File: config.mk
export PLATFORM = sky130hd
export DESIGN_NAME = incdf_outq
export DESIGN_NICKNAME = d
export VERILOG_FILES = /design/src/rtl/core/incdf_outq.sv
export SDC_FILE = /design/constraint.sdc
export NUM_CORES = 1
export LEC_CHECK = 0
export BUFFER_PORTS_ARGS = -buffer_cell sky130_fd_sc_hd__buf_2
export CORE_MARGIN = 5
export CORE_UTILIZATION = 56
export DETAILED_ROUTE_END_ITERATION = 8
export PLACE_DENSITY = 0.91
export RECOVER_POWER = 25
export SLEW_MARGIN = 25
export SYNTH_ARGS = -nofsm -noshare
export SYNTH_HDL_FRONTEND = slang
export SYNTH_SLANG_ARGS = --single-unit
File: constraint.sdc
create_clock -name clk_i -period 5.1 [get_ports clk_i]
set_input_delay 0.765 -clock clk_i [delete_from_list [all_inputs] [get_ports clk_i]]
set_output_delay 0.765 -clock clk_i [all_outputs]
set_load 0.005 [all_outputs]
File: src/rtl/core/incdf_outq.sv
// two-entry result queue between the pipeline and the output channel
module incdf_outq #(
  parameter int W = 50
) (
  input  logic         clk_i,
  input  logic         rst_ni,
  input  logic         push_i,
  input  logic [W-1:0] data_i,
  output logic         full_o,
  output logic         valid_o,
  input  logic         ready_i,
  output logic [W-1:0] data_o
);

  logic [W-1:0] mem_q [0:1];
  logic         wptr_q, rptr_q;
  logic [1:0]   cnt_q, cnt_d;
  logic         pop_w;

  assign pop_w   = valid_o && ready_i;
  assign valid_o = cnt_q != 2'd0;
  assign full_o  = cnt_q == 2'd2;
  assign data_o  = mem_q[rptr_q];

  always_comb begin
    cnt_d = cnt_q;
    if (push_i && !pop_w) begin
      cnt_d = cnt_q + 2'd1;
    end else if (pop_w && !push_i) begin
      cnt_d = cnt_q - 2'd1;
    end
  end

  always_ff @(posedge clk_i or negedge rst_ni) begin
    if (!rst_ni) begin
      wptr_q <= 1'b0;
      rptr_q <= 1'b0;
      cnt_q  <= 2'd0;
    end else begin
      cnt_q <= cnt_d;
      if (push_i) begin
        wptr_q <= ~wptr_q;
      end
      if (pop_w) begin
        rptr_q <= ~rptr_q;
      end
    end
  end

  always_ff @(posedge clk_i) begin
    if (push_i) begin
      mem_q[wptr_q] <= data_i;
    end
  end

endmodule

==> reports/summary.txt <==
outcome: complete, no violations
Area Overhead vs Synth: 18.2%
final number of setup-violating endpoints: 0
via/cell ratio: 4.85
CTS-repair resized insts: 0
Yosys reg bits: 104
Mapped Nets: 227
Synth top area share: 74.1%
initial drt markers: 87
final hold vios: 0
crit-path max FO: 51
Place WS: 2.71 ns
relative slew slack: 38.1%
H-tree Lvls: 3
fin crit period: 2.73 ns
WL final: 6.42 mm
Net Sw Frac: 26.7%
DRT Pass-1 Iters: 4
critical path class: reg2out
slowest stage delay, CP: 1.04 ns
I/O pin total: 106
CTS tree: yes
switching pwr: 0.656 mW
initial antenna violation count: 0
worst hold slack: 0.236 ns
Vias: 1883
TNS Setup: 0 ns
Reg-to-Reg End: mem_q[0][28]
top cells by count, synth: edfxtp_1 (100), mux2_4 (49), buf_12 (5)
Internal: 1.80 mW
CP Buf/Inv Count: 1
first-pass GRT wire length: 9.94 mm
unrepaired setup endpoints after global routing: false
Critical Path RT: 4.34 ns
Post-CTS Hold Fix Bufs: 0
clk_skew: 0.00781 ns
Logic pwr share: 28.0%
post-CTS setup buffers: 0
clock insertion delay at the later pin of the skew report: 0.35 ns
Worst-path clk slew: 0.09 ns
grt ovf: 0
number of I/O port buffers: 105
top cells by area, synth: edfxtp_1 (74%), mux2_4 (18%), buf_12 (2.5%)
vias in the first global route: 2060
Rows: 31
pin count of the biggest net entering global routing: 52
actual transition at the worst max-transition pin: 0.928 ns
max-slew violations: 0
Overall Global Routing Usage: 14.7%
maximum vdd ir drop: 422 uV
worst r2r path cells: 2
CTS sink count: 104
starting density of the core: 56.7%
HPWL after DPL: 4.50 mm
Critical Path Source: rptr_q
root buffer cell: clkbuf_8
crit end category: output pin
Inserted Clock Buffers: 9
Critical R2R Launch: wptr_q
Worst path slowest cell: dfrtp_4
Worst path depth: 2
cell with the most instances after synthesis: edfxtp_1
GP Congestion: 0.654
R2R Setup Slk: 3.26 ns
CTS max path bufs: 2
EDFF count, synth: 100
YS warnings: 0
Die W: 95.0 um
Clock power frac: 19.4%
Final ANT Viol Nets: 0
critical path endpoint: data_o[42]
syn_area_per_cell: 23.5 um^2
share of flip-flops with an asynchronous set or reset: 3.85%
ANT cells: 0
final period utilization: 53.5%
# DRC: 0
Hold Path Class: in2async
FILL cells: 517
top cell family by delay on the critical path: flip-flops
Final WS setup: 2.37 ns
die area: 9030 um^2
Critical Path AT: 1.96 ns
ys flop type: edfxtp_1
Power Density: 513 nW/um^2
Leak: 1.92 nW
die height: 95.0 um
sequential-to-total area share from yosys stat: 76.6%
sequential power share: 52.6%
Syn Std Cell Area: 4050 um^2
layout cells sized above 1: 55.7%
crit-path cells: mux2_2 -> buf_2
Core ar.: 7140 um^2
wire length per cell: 16.5 um
cell taking the most area after synthesis: edfxtp_1
fin nets: 339
Max Cap Viol: 0
Yosys cell types: 14
FMAX: 367 MHz
Worst setup SP type: flip-flop
Synth Instances: 172
==> power groups by stage <==
stage          clock network (mW)  registers [mW]  logic, mW
3_3_place_gp                    0            1.30      0.692
6_report                    0.475            1.29      0.688
2_1_floorplan                   0            1.20      0.623
3_5_place_dp                    0            1.32      0.704
5_1_grt                     0.521            1.32      0.740
4_1_cts                     0.485            1.30      0.706
==> stage by stage <==
stage                     utilization [%]  cells  total power, mW  area [um^2]
after CTS                            67.3    388             2.49         4800
after detailed placement             64.7    372             2.02         4620
after floorplan                         -    172             1.82         4050
after global placement               64.7    372             2.00         4620
after global routing                 67.1    388             2.58         4790
final                                67.1    388             2.46         4790
==> worst min path at each step <==
stage,slack [ns],end,depth (start not counted)
2_1_floorplan,0.45,cnt_q[1],1
3_3_place_gp,0.47,cnt_q[1],1
3_5_place_dp,0.49,cnt_q[1],1
4_1_cts,0.19,cnt_q[0],1
5_1_grt,0.24,cnt_q[0],1
6_report,0.24,cnt_q[0],1
==> layout make-up <==
| cell class | count | area (um^2) | area share, % |
|---|---|---|---|
| clock buffers | 9 | 124 | 2.59 |
| clock inverters | 7 | 62.6 | 1.31 |
| multi-input cells | 62 | 845 | 17.6 |
| flip-flops and latches | 104 | 3110 | 64.9 |
| well taps | 99 | 124 | 2.59 |
| repair buffers | 107 | 526 | 11.0 |
==> sequential cells by signal (all words and copies together), names as in the netlist <==
register  count
mem_q       100
cnt_q         2
rptr_q        1
wptr_q        1
==> per-layer routing <==
metal  wire length, um  up-vias  GRT usage [%]
met4                82        0           6.13
met1              2470      924           17.3
met2              3480       57           26.0
met3               385        7           3.47
met5                 0        -              0
li1                  -      895              -
==> cell usage in the layout, fill, tap and decap left out, drive strengths merged <==
| cell type | instances |
|---|---|
| bufinv | 1 |
| clkbuf | 21 |
| clkinv | 5 |
| dfrtp | 4 |
| xor2 | 3 |
| and2 | 1 |
| nand2 | 1 |
| xnor2 | 2 |
| edfxtp | 100 |
| clkinvlp | 1 |
| mux2 | 50 |
| nor2 | 1 |
| ha | 1 |
| nor2b | 2 |
| or2 | 1 |
| buf | 95 |
==> kinds of logic after synthesis <==
group | count (synthesis) | share of synthesized area, %
DFF | 104 | 76.6
muxes | 50 | 18.4
buffers and inverters | 6 | 2.75
and+or+nand+nor | 6 | 0.803
xor gates and xnor gates | 5 | 1.08
adders and majority gates | 1 | 0.309
(Power assumes the default switching activity.)
