`src/rtl/core/incdf_pkg.sv`:
```
// shared types, constants and coefficient tables of the inverse normal cdf core
package incdf_pkg;

  localparam int RESULT_W             = 48;
  localparam int RESULT_FRAC_BITS_DEF = 32;
  localparam int CFG_W                = 32;
  localparam int T_FRAC_BITS          = 26;
  localparam int LOG_FRAC_BITS        = 30;
  localparam int HORNER_STEPS         = 9;

  localparam logic OP_ERFINV   = 1'b0;
  localparam logic OP_QUANTILE = 1'b1;

  localparam logic REG_MEAN    = 1'b0;
  localparam logic REG_STD_DEV = 1'b1;

  localparam logic [1:0] STATUS_OK     = 2'd0;
  localparam logic [1:0] STATUS_DOMAIN = 2'd1;
  localparam logic [1:0] STATUS_SAT    = 2'd2;

  localparam logic [31:0] MEAN_RESET    = 32'd0;
  localparam logic [31:0] STD_DEV_RESET = 32'd65536;

  localparam logic [31:0] LN2_Q32   = 32'd2977044472;
  localparam logic [30:0] SQRT2_Q30 = 31'd1518500250;
  localparam logic [30:0] T_SPLIT   = 31'd411041792;
  localparam logic [62:0] MAG_CAP   = 63'h4000000000000000;

  typedef struct packed {
    logic               op;
    logic               dom;
    logic signed [31:0] x;
  } ctx_t;

  typedef struct packed {
    ctx_t               ctx;
    logic               tail;
    logic [30:0]        tm;
    logic signed [63:0] p;
  } hstate_t;

  // Q8.56 coefficients, tail set led by a zero so both sets take nine steps
  localparam logic signed [63:0] COEF_TAIL [0:9] = '{
    64'sd0,
    64'sh14deb44 <<< 0,
    64'sh1f7c9ae <<< 6,
    64'sh147e512 <<< 12,
    64'sh1dca7de <<< 16,
    64'sh19cab92 <<< 20,
    64'sh18cc0de <<< 23,
    64'sh13ca920 <<< 24,
    -(64'sh10eff66 <<< 30),
    64'sh1ae16a4 <<< 31
  };

  localparam logic signed [63:0] COEF_BODY [0:9] = '{
    64'sh175c000 <<< 4,
    64'sh133b402 <<< 9,
    64'sh1499232 <<< 12,
    64'sh1e52cd2 <<< 8,
    -(64'sh1d70bd0 <<< 17),
    -(64'sh135be90 <<< 19),
    64'sh12f6400 <<< 23,
    64'sh17a1e50 <<< 25,
    -(64'sh1db2aee <<< 29),
    64'sh1c5bf88 <<< 31
  };

endpackage

```
`src/rtl/core/incdf_umul.sv`:
```
// three-stage unsigned multiplier with round-half-up shift and magnitude cap
module incdf_umul #(
  parameter int AW   = 32,
  parameter int BW   = 32,
  parameter int SH_A = 26,
  parameter int SH_B = 26,
  parameter int SW   = 1
) (
  input  logic          clk_i,
  input  logic          rst_ni,
  input  logic          en_i,
  input  logic          valid_i,
  input  logic          sel_i,
  input  logic [AW-1:0] a_i,
  input  logic [BW-1:0] b_i,
  input  logic [SW-1:0] sb_i,
  output logic          valid_o,
  output logic [62:0]   mag_o,
  output logic [SW-1:0] sb_o
);

  localparam logic [127:0] RND_A = 128'd1 << (SH_A - 1);
  localparam logic [127:0] RND_B = 128'd1 << (SH_B - 1);

  logic [63:0]  a_w, b_w;
  logic [63:0]  pp00_q, pp01_q, pp10_q, pp11_q;
  logic [63:0]  lo_q, hi_q;
  logic [64:0]  mid_q;
  logic         sel1_q, sel2_q;
  logic [SW-1:0] sb1_q, sb2_q, sb3_q;
  logic         v1_q, v2_q, v3_q;
  logic [127:0] sum_w, shr_w;
  logic [62:0]  mag_d, mag_q;

  assign a_w = 64'(a_i);
  assign b_w = 64'(b_i);

  always_comb begin
    sum_w = {hi_q, lo_q} + (128'(mid_q) << 32) + (sel2_q ? RND_B : RND_A);
    shr_w = sel2_q ? (sum_w >> SH_B) : (sum_w >> SH_A);
    mag_d = (shr_w > 128'(incdf_pkg::MAG_CAP)) ? incdf_pkg::MAG_CAP : shr_w[62:0];
  end

  always_ff @(posedge clk_i or negedge rst_ni) begin
    if (!rst_ni) begin
      v1_q <= 1'b0;
      v2_q <= 1'b0;
      v3_q <= 1'b0;
    end else if (en_i) begin
      v1_q <= valid_i;
      v2_q <= v1_q;
      v3_q <= v2_q;
    end
  end

  always_ff @(posedge clk_i) begin
    if (en_i) begin
      pp00_q <= 64'(a_w[31:0]) * 64'(b_w[31:0]);
      pp01_q <= 64'(a_w[31:0]) * 64'(b_w[63:32]);
      pp10_q <= 64'(a_w[63:32]) * 64'(b_w[31:0]);
      pp11_q <= 64'(a_w[63:32]) * 64'(b_w[63:32]);
      sel1_q <= sel_i;
      sb1_q  <= sb_i;
      lo_q   <= pp00_q;
      hi_q   <= pp11_q;
      mid_q  <= 65'(pp01_q) + 65'(pp10_q);
      sel2_q <= sel1_q;
      sb2_q  <= sb1_q;
      mag_q  <= mag_d;
      sb3_q  <= sb2_q;
    end
  end

  assign valid_o = v3_q;
  assign mag_o   = mag_q;
  assign sb_o    = sb3_q;

endmodule

```
`config.mk`:
```
export PLATFORM = sky130hd
export DESIGN_NAME = incdf_umul
export DESIGN_NICKNAME = d
export VERILOG_FILES = /design/src/rtl/core/incdf_pkg.sv /design/src/rtl/core/incdf_umul.sv
export SDC_FILE = /design/constraint.sdc
export NUM_CORES = 2
export LEC_CHECK = 0
export ABC_AREA = 1
export BUFFER_PORTS_ARGS = -buffer_cell sky130_fd_sc_hd__buf_4
export CORE_ASPECT_RATIO = 1.2
export CORE_MARGIN = 1.5
export CORE_UTILIZATION = 60
export DETAILED_ROUTE_END_ITERATION = 8
export PLACE_DENSITY_LB_ADDON = 0.2
export SETUP_SLACK_MARGIN = 0.02
export SLEW_MARGIN = 20
export SYNTH_ARGS = -nofsm -noshare
export SYNTH_HDL_FRONTEND = slang
export SYNTH_SLANG_ARGS = --single-unit
```
`constraint.sdc`:
```
create_clock -name clk_i -period 4.9 [get_ports clk_i]
set_input_delay 0.98 -clock clk_i [delete_from_list [all_inputs] [get_ports clk_i]]
set_output_delay 0.98 -clock clk_i [all_outputs]
set_load 0.02 [all_outputs]
```
==> flow_metrics.tcl <==
set metrics [dict create \
    post_synth.cell_area_avg_um2 7.91 \
    drt-total-wl_um 118000 \
    postCtsHoldBufs 0 \
    finalWorstSetupSlack_ns -1.95 \
    grt_usage_pct 35.3 \
    synthXorXnorAreaFrac_pct 1.12 \
    ios 135 \
    r2r_start "lo_q[26]" \
    synthesis.area_um2 39900 \
    die_area_um2 68000 \
    postLayoutCoreUtil_pct 74.9 \
    layout-drive-gt1-share_pct 22.2 \
    critPathRequiredTime_ns 5.06 \
    wire_per_inst_um 18.8 \
    clkTransAtPathRegs_ns 0.06 \
    post-route-min-period_ns 6.85 \
    max_freq_mhz 146 \
    die_h_um 285 \
    rsz0062_at_grt "true" \
    drv_cap 0 \
    cts_tree "built" \
    clock_skew_ns 0.00864 \
    gr-usage-met2_pct 63.4 \
    instances_no_fill 6279 \
    die_x_um 238 \
    critical_path_arrival_ns 7.01 \
    hpwl_um 94100 \
    syn_inst 5038 \
    port_buffers 109 \
    antenna_found_initial 1 \
    finalNetCount 6651 \
    violations "negative setup slack" \
    start_kind "input pin" \
    grt_busiest_layer "met2" \
    first_pass_iters 6 \
    drtIter0Drc 2453 \
    yosysSeqAreaShare_pct 9.23 \
    start_util_pct 60.7 \
    gp_congestion 0.944 \
    vias 33100 \
    r2r_slack_ns 2.81 \
    synthMuxAreaShare_pct 0.0282 \
    postRouteAntennaNets 0 \
    ys_seq_elements 123 \
    drc_errors 0 \
    timing.final.crit_share_pct 140 \
    grt_pass1_wl_um 185000 \
    synth_cell_type_count 39 \
    critical_path_class "input pin to register" \
    r2r_cells 9 \
    insertion_delay_ns 0.41 \
    grt_max_degree 91 \
    grt_pass1_vias 36100 \
    clkSinkCount 123 \
    finalSetupViolations 39 \
    synth-simple-area-share_pct 16.4 \
    root_buffer "clkbuf_16" \
    hold_viol 0 \
    endpoint_kind "register" \
    synth_compound_gate_area_share_pct 2.21 \
    outcome "finished with violations" \
    nFillCells 4704 \
    place_ws_ns -2.59 \
    overflow 0 \
    synth_top_family_by_area "adder cells" \
    use_met1_pct 41.3 \
    viasPerCell 5.28 \
    dp_cells 6173 \
    cts_max_level 4 \
    synthAdderAreaFrac_pct 53.1 \
    ys_warn_count 0 \
    r2r-end "mag_o[31]" \
    gr-usage-met3_pct 5.03 \
    ctsLongestPathBuffers 2 \
    cts_buffers 17 \
    rows 103 \
    min_path_type "input pin to asynchronous set/reset pin" \
    core_um2 65700 \
    syn2layout_area_growth_pct 23.4 \
    worst-path-max-fanout 8 \
    final.setup.tns_ns -72.48 \
    drv_slew 0 \
]
-- synth_stat cells (all sizes together) --
cell       n  share of area, %
fa       895                45
nor3      20              0.29
nand3b     6              0.15
buf       25              0.46
nor2     178               1.8
nand3     55              0.75
nand2b     1             0.016
nor4      10              0.20
xor2      37              0.81
ha       261               8.2
inv     1662                16
o211ai     1             0.019
o21bai     9              0.17
mux2       1             0.028
o21ai     52              0.65
nand2   1379                13
nand4     13              0.20
a21o       5             0.094
o21a       4             0.075
dfrtp      3              0.19
xnor2     14              0.31
a21oi     94               1.2
o31a       1             0.022
clkbuf   191               1.8
edfxtp   120               9.0
conb       1            0.0094
-- state kept, by name, indices dropped and copies added, names as in the netlist --
| name | cells |
|---|---|
| v2_q | 1 |
| pp00_q | 39 |
| lo_q | 39 |
| mag_o | 39 |
| v1_q | 1 |
| sb1_q | 1 |
| sb2_q | 1 |
| sb_o | 1 |
| valid_o | 1 |
-- area by class of cell --
type | instances | area (µm²) | area share, %
diodes | 1 | 2.50 | 0.00509
flip-flops and latches | 123 | 3680 | 7.48
clock inverters | 12 | 123 | 0.249
well taps | 840 | 1050 | 2.14
multi-input cells | 3060 | 31700 | 64.5
repair buffers | 561 | 5930 | 12.1
inverters | 1662 | 6250 | 12.7
clock buffers | 20 | 437 | 0.888
-- placed cells by master, fill, tap and decap left out, types with 11 or more instances in the layout --
cell and instances:
nor2_4 45, buf_6 86, o21ai_2 15, xor2_1 30, buf_16 28, buf_8 16
clkbuf_16 25, nand2_1 1216, xnor2_1 14, nor2_2 49, edfxtp_1 120, buf_12 38
fa_2 77, inv_2 112, o21ai_0 17, buf_4 381, nand3_2 18, ha_1 225
nor3_2 11, nand2_4 49, a21oi_2 33, inv_1 1545, nand3_1 31, nor2_1 84
a21oi_4 24, nand2_2 113, ha_4 36, fa_1 818, nand4_1 13, o21ai_1 16
a21oi_1 37, conb_1 24
-- metal layers --
| metal | share of wire (%) | vias to the layer above |
|---|---|---|
| li1 | - | 14800 |
| met5 | 0.011 | - |
| met1 | 35 | 16400 |
| met2 | 51 | 1470 |
| met3 | 7.6 | 506 |
| met4 | 6.6 | 2 |
-- critical path, stage by stage --
cell     delay, ns
buf_6         0.13
buf_4         0.17
nand2_1       0.07
inv_1         0.05
fa_2          0.60
fa_2          0.46
fa_1          0.53
inv_1         0.07
fa_1          0.47
inv_1         0.05
fa_1          0.49
fa_2          0.59
fa_1          0.42
fa_2          0.58
ha_4          0.23
a21oi_2       0.20
o21ai_2       0.10
nand2_1       0.09
nand2_2       0.09
nand2_2       0.09
nand2_2       0.06
a21oi_2       0.15
buf_4         0.14
nand2_2       0.05
nand2_2       0.06
nand2_2       0.06
-- repair_timing --
action / 4_1_cts / 5_1_grt
pin swaps: 191 / 221
setup endpoints to repair: 39 / 39
resized for setup: 534 / 309
buffers inserted: 30 / 28
cloned: 11 / 8
-- metrics by stage --
step / instance area [µm²] / hold WS (ns)
5_1_grt: 49200 / 0.336
3_3_place_gp: 44600 / 0.402
6_report: 49200 / 0.348
2_1_floorplan: 41000 / 0.400
3_5_place_dp: 44600 / 0.405
4_1_cts: 47700 / 0.336
-- kinds of logic (layout without fill, tap and decap cells) --
logic type,Yosys count,count (layout)
buffers and inverters,1878,2255
DFF,123,123
AOI/OAI and AO/OA,166,166
other,1,25
and+or+nand+nor,1662,1662
muxes,1,1
xor gates and xnor gates,51,51
adders and majority gates,1156,1156
-- worst max path at each step --
stage | endpoint | slack, ns | from
finish | pp00_q[60] | -1.95 | a_i[26]
global route | pp00_q[59] | -2.11 | b_i[11]
CTS | pp00_q[52] | -1.87 | a_i[21]
detailed placement | pp00_q[52] | -2.59 | a_i[19]
global placement | pp00_q[32] | -2.53 | a_i[11]
floorplan | pp00_q[58] | -1.81 | a_i[11]
Power is left out: the tool's default activity adds up to more than one toggle a clock period on the data nets, which glitch-free logic cannot reach.
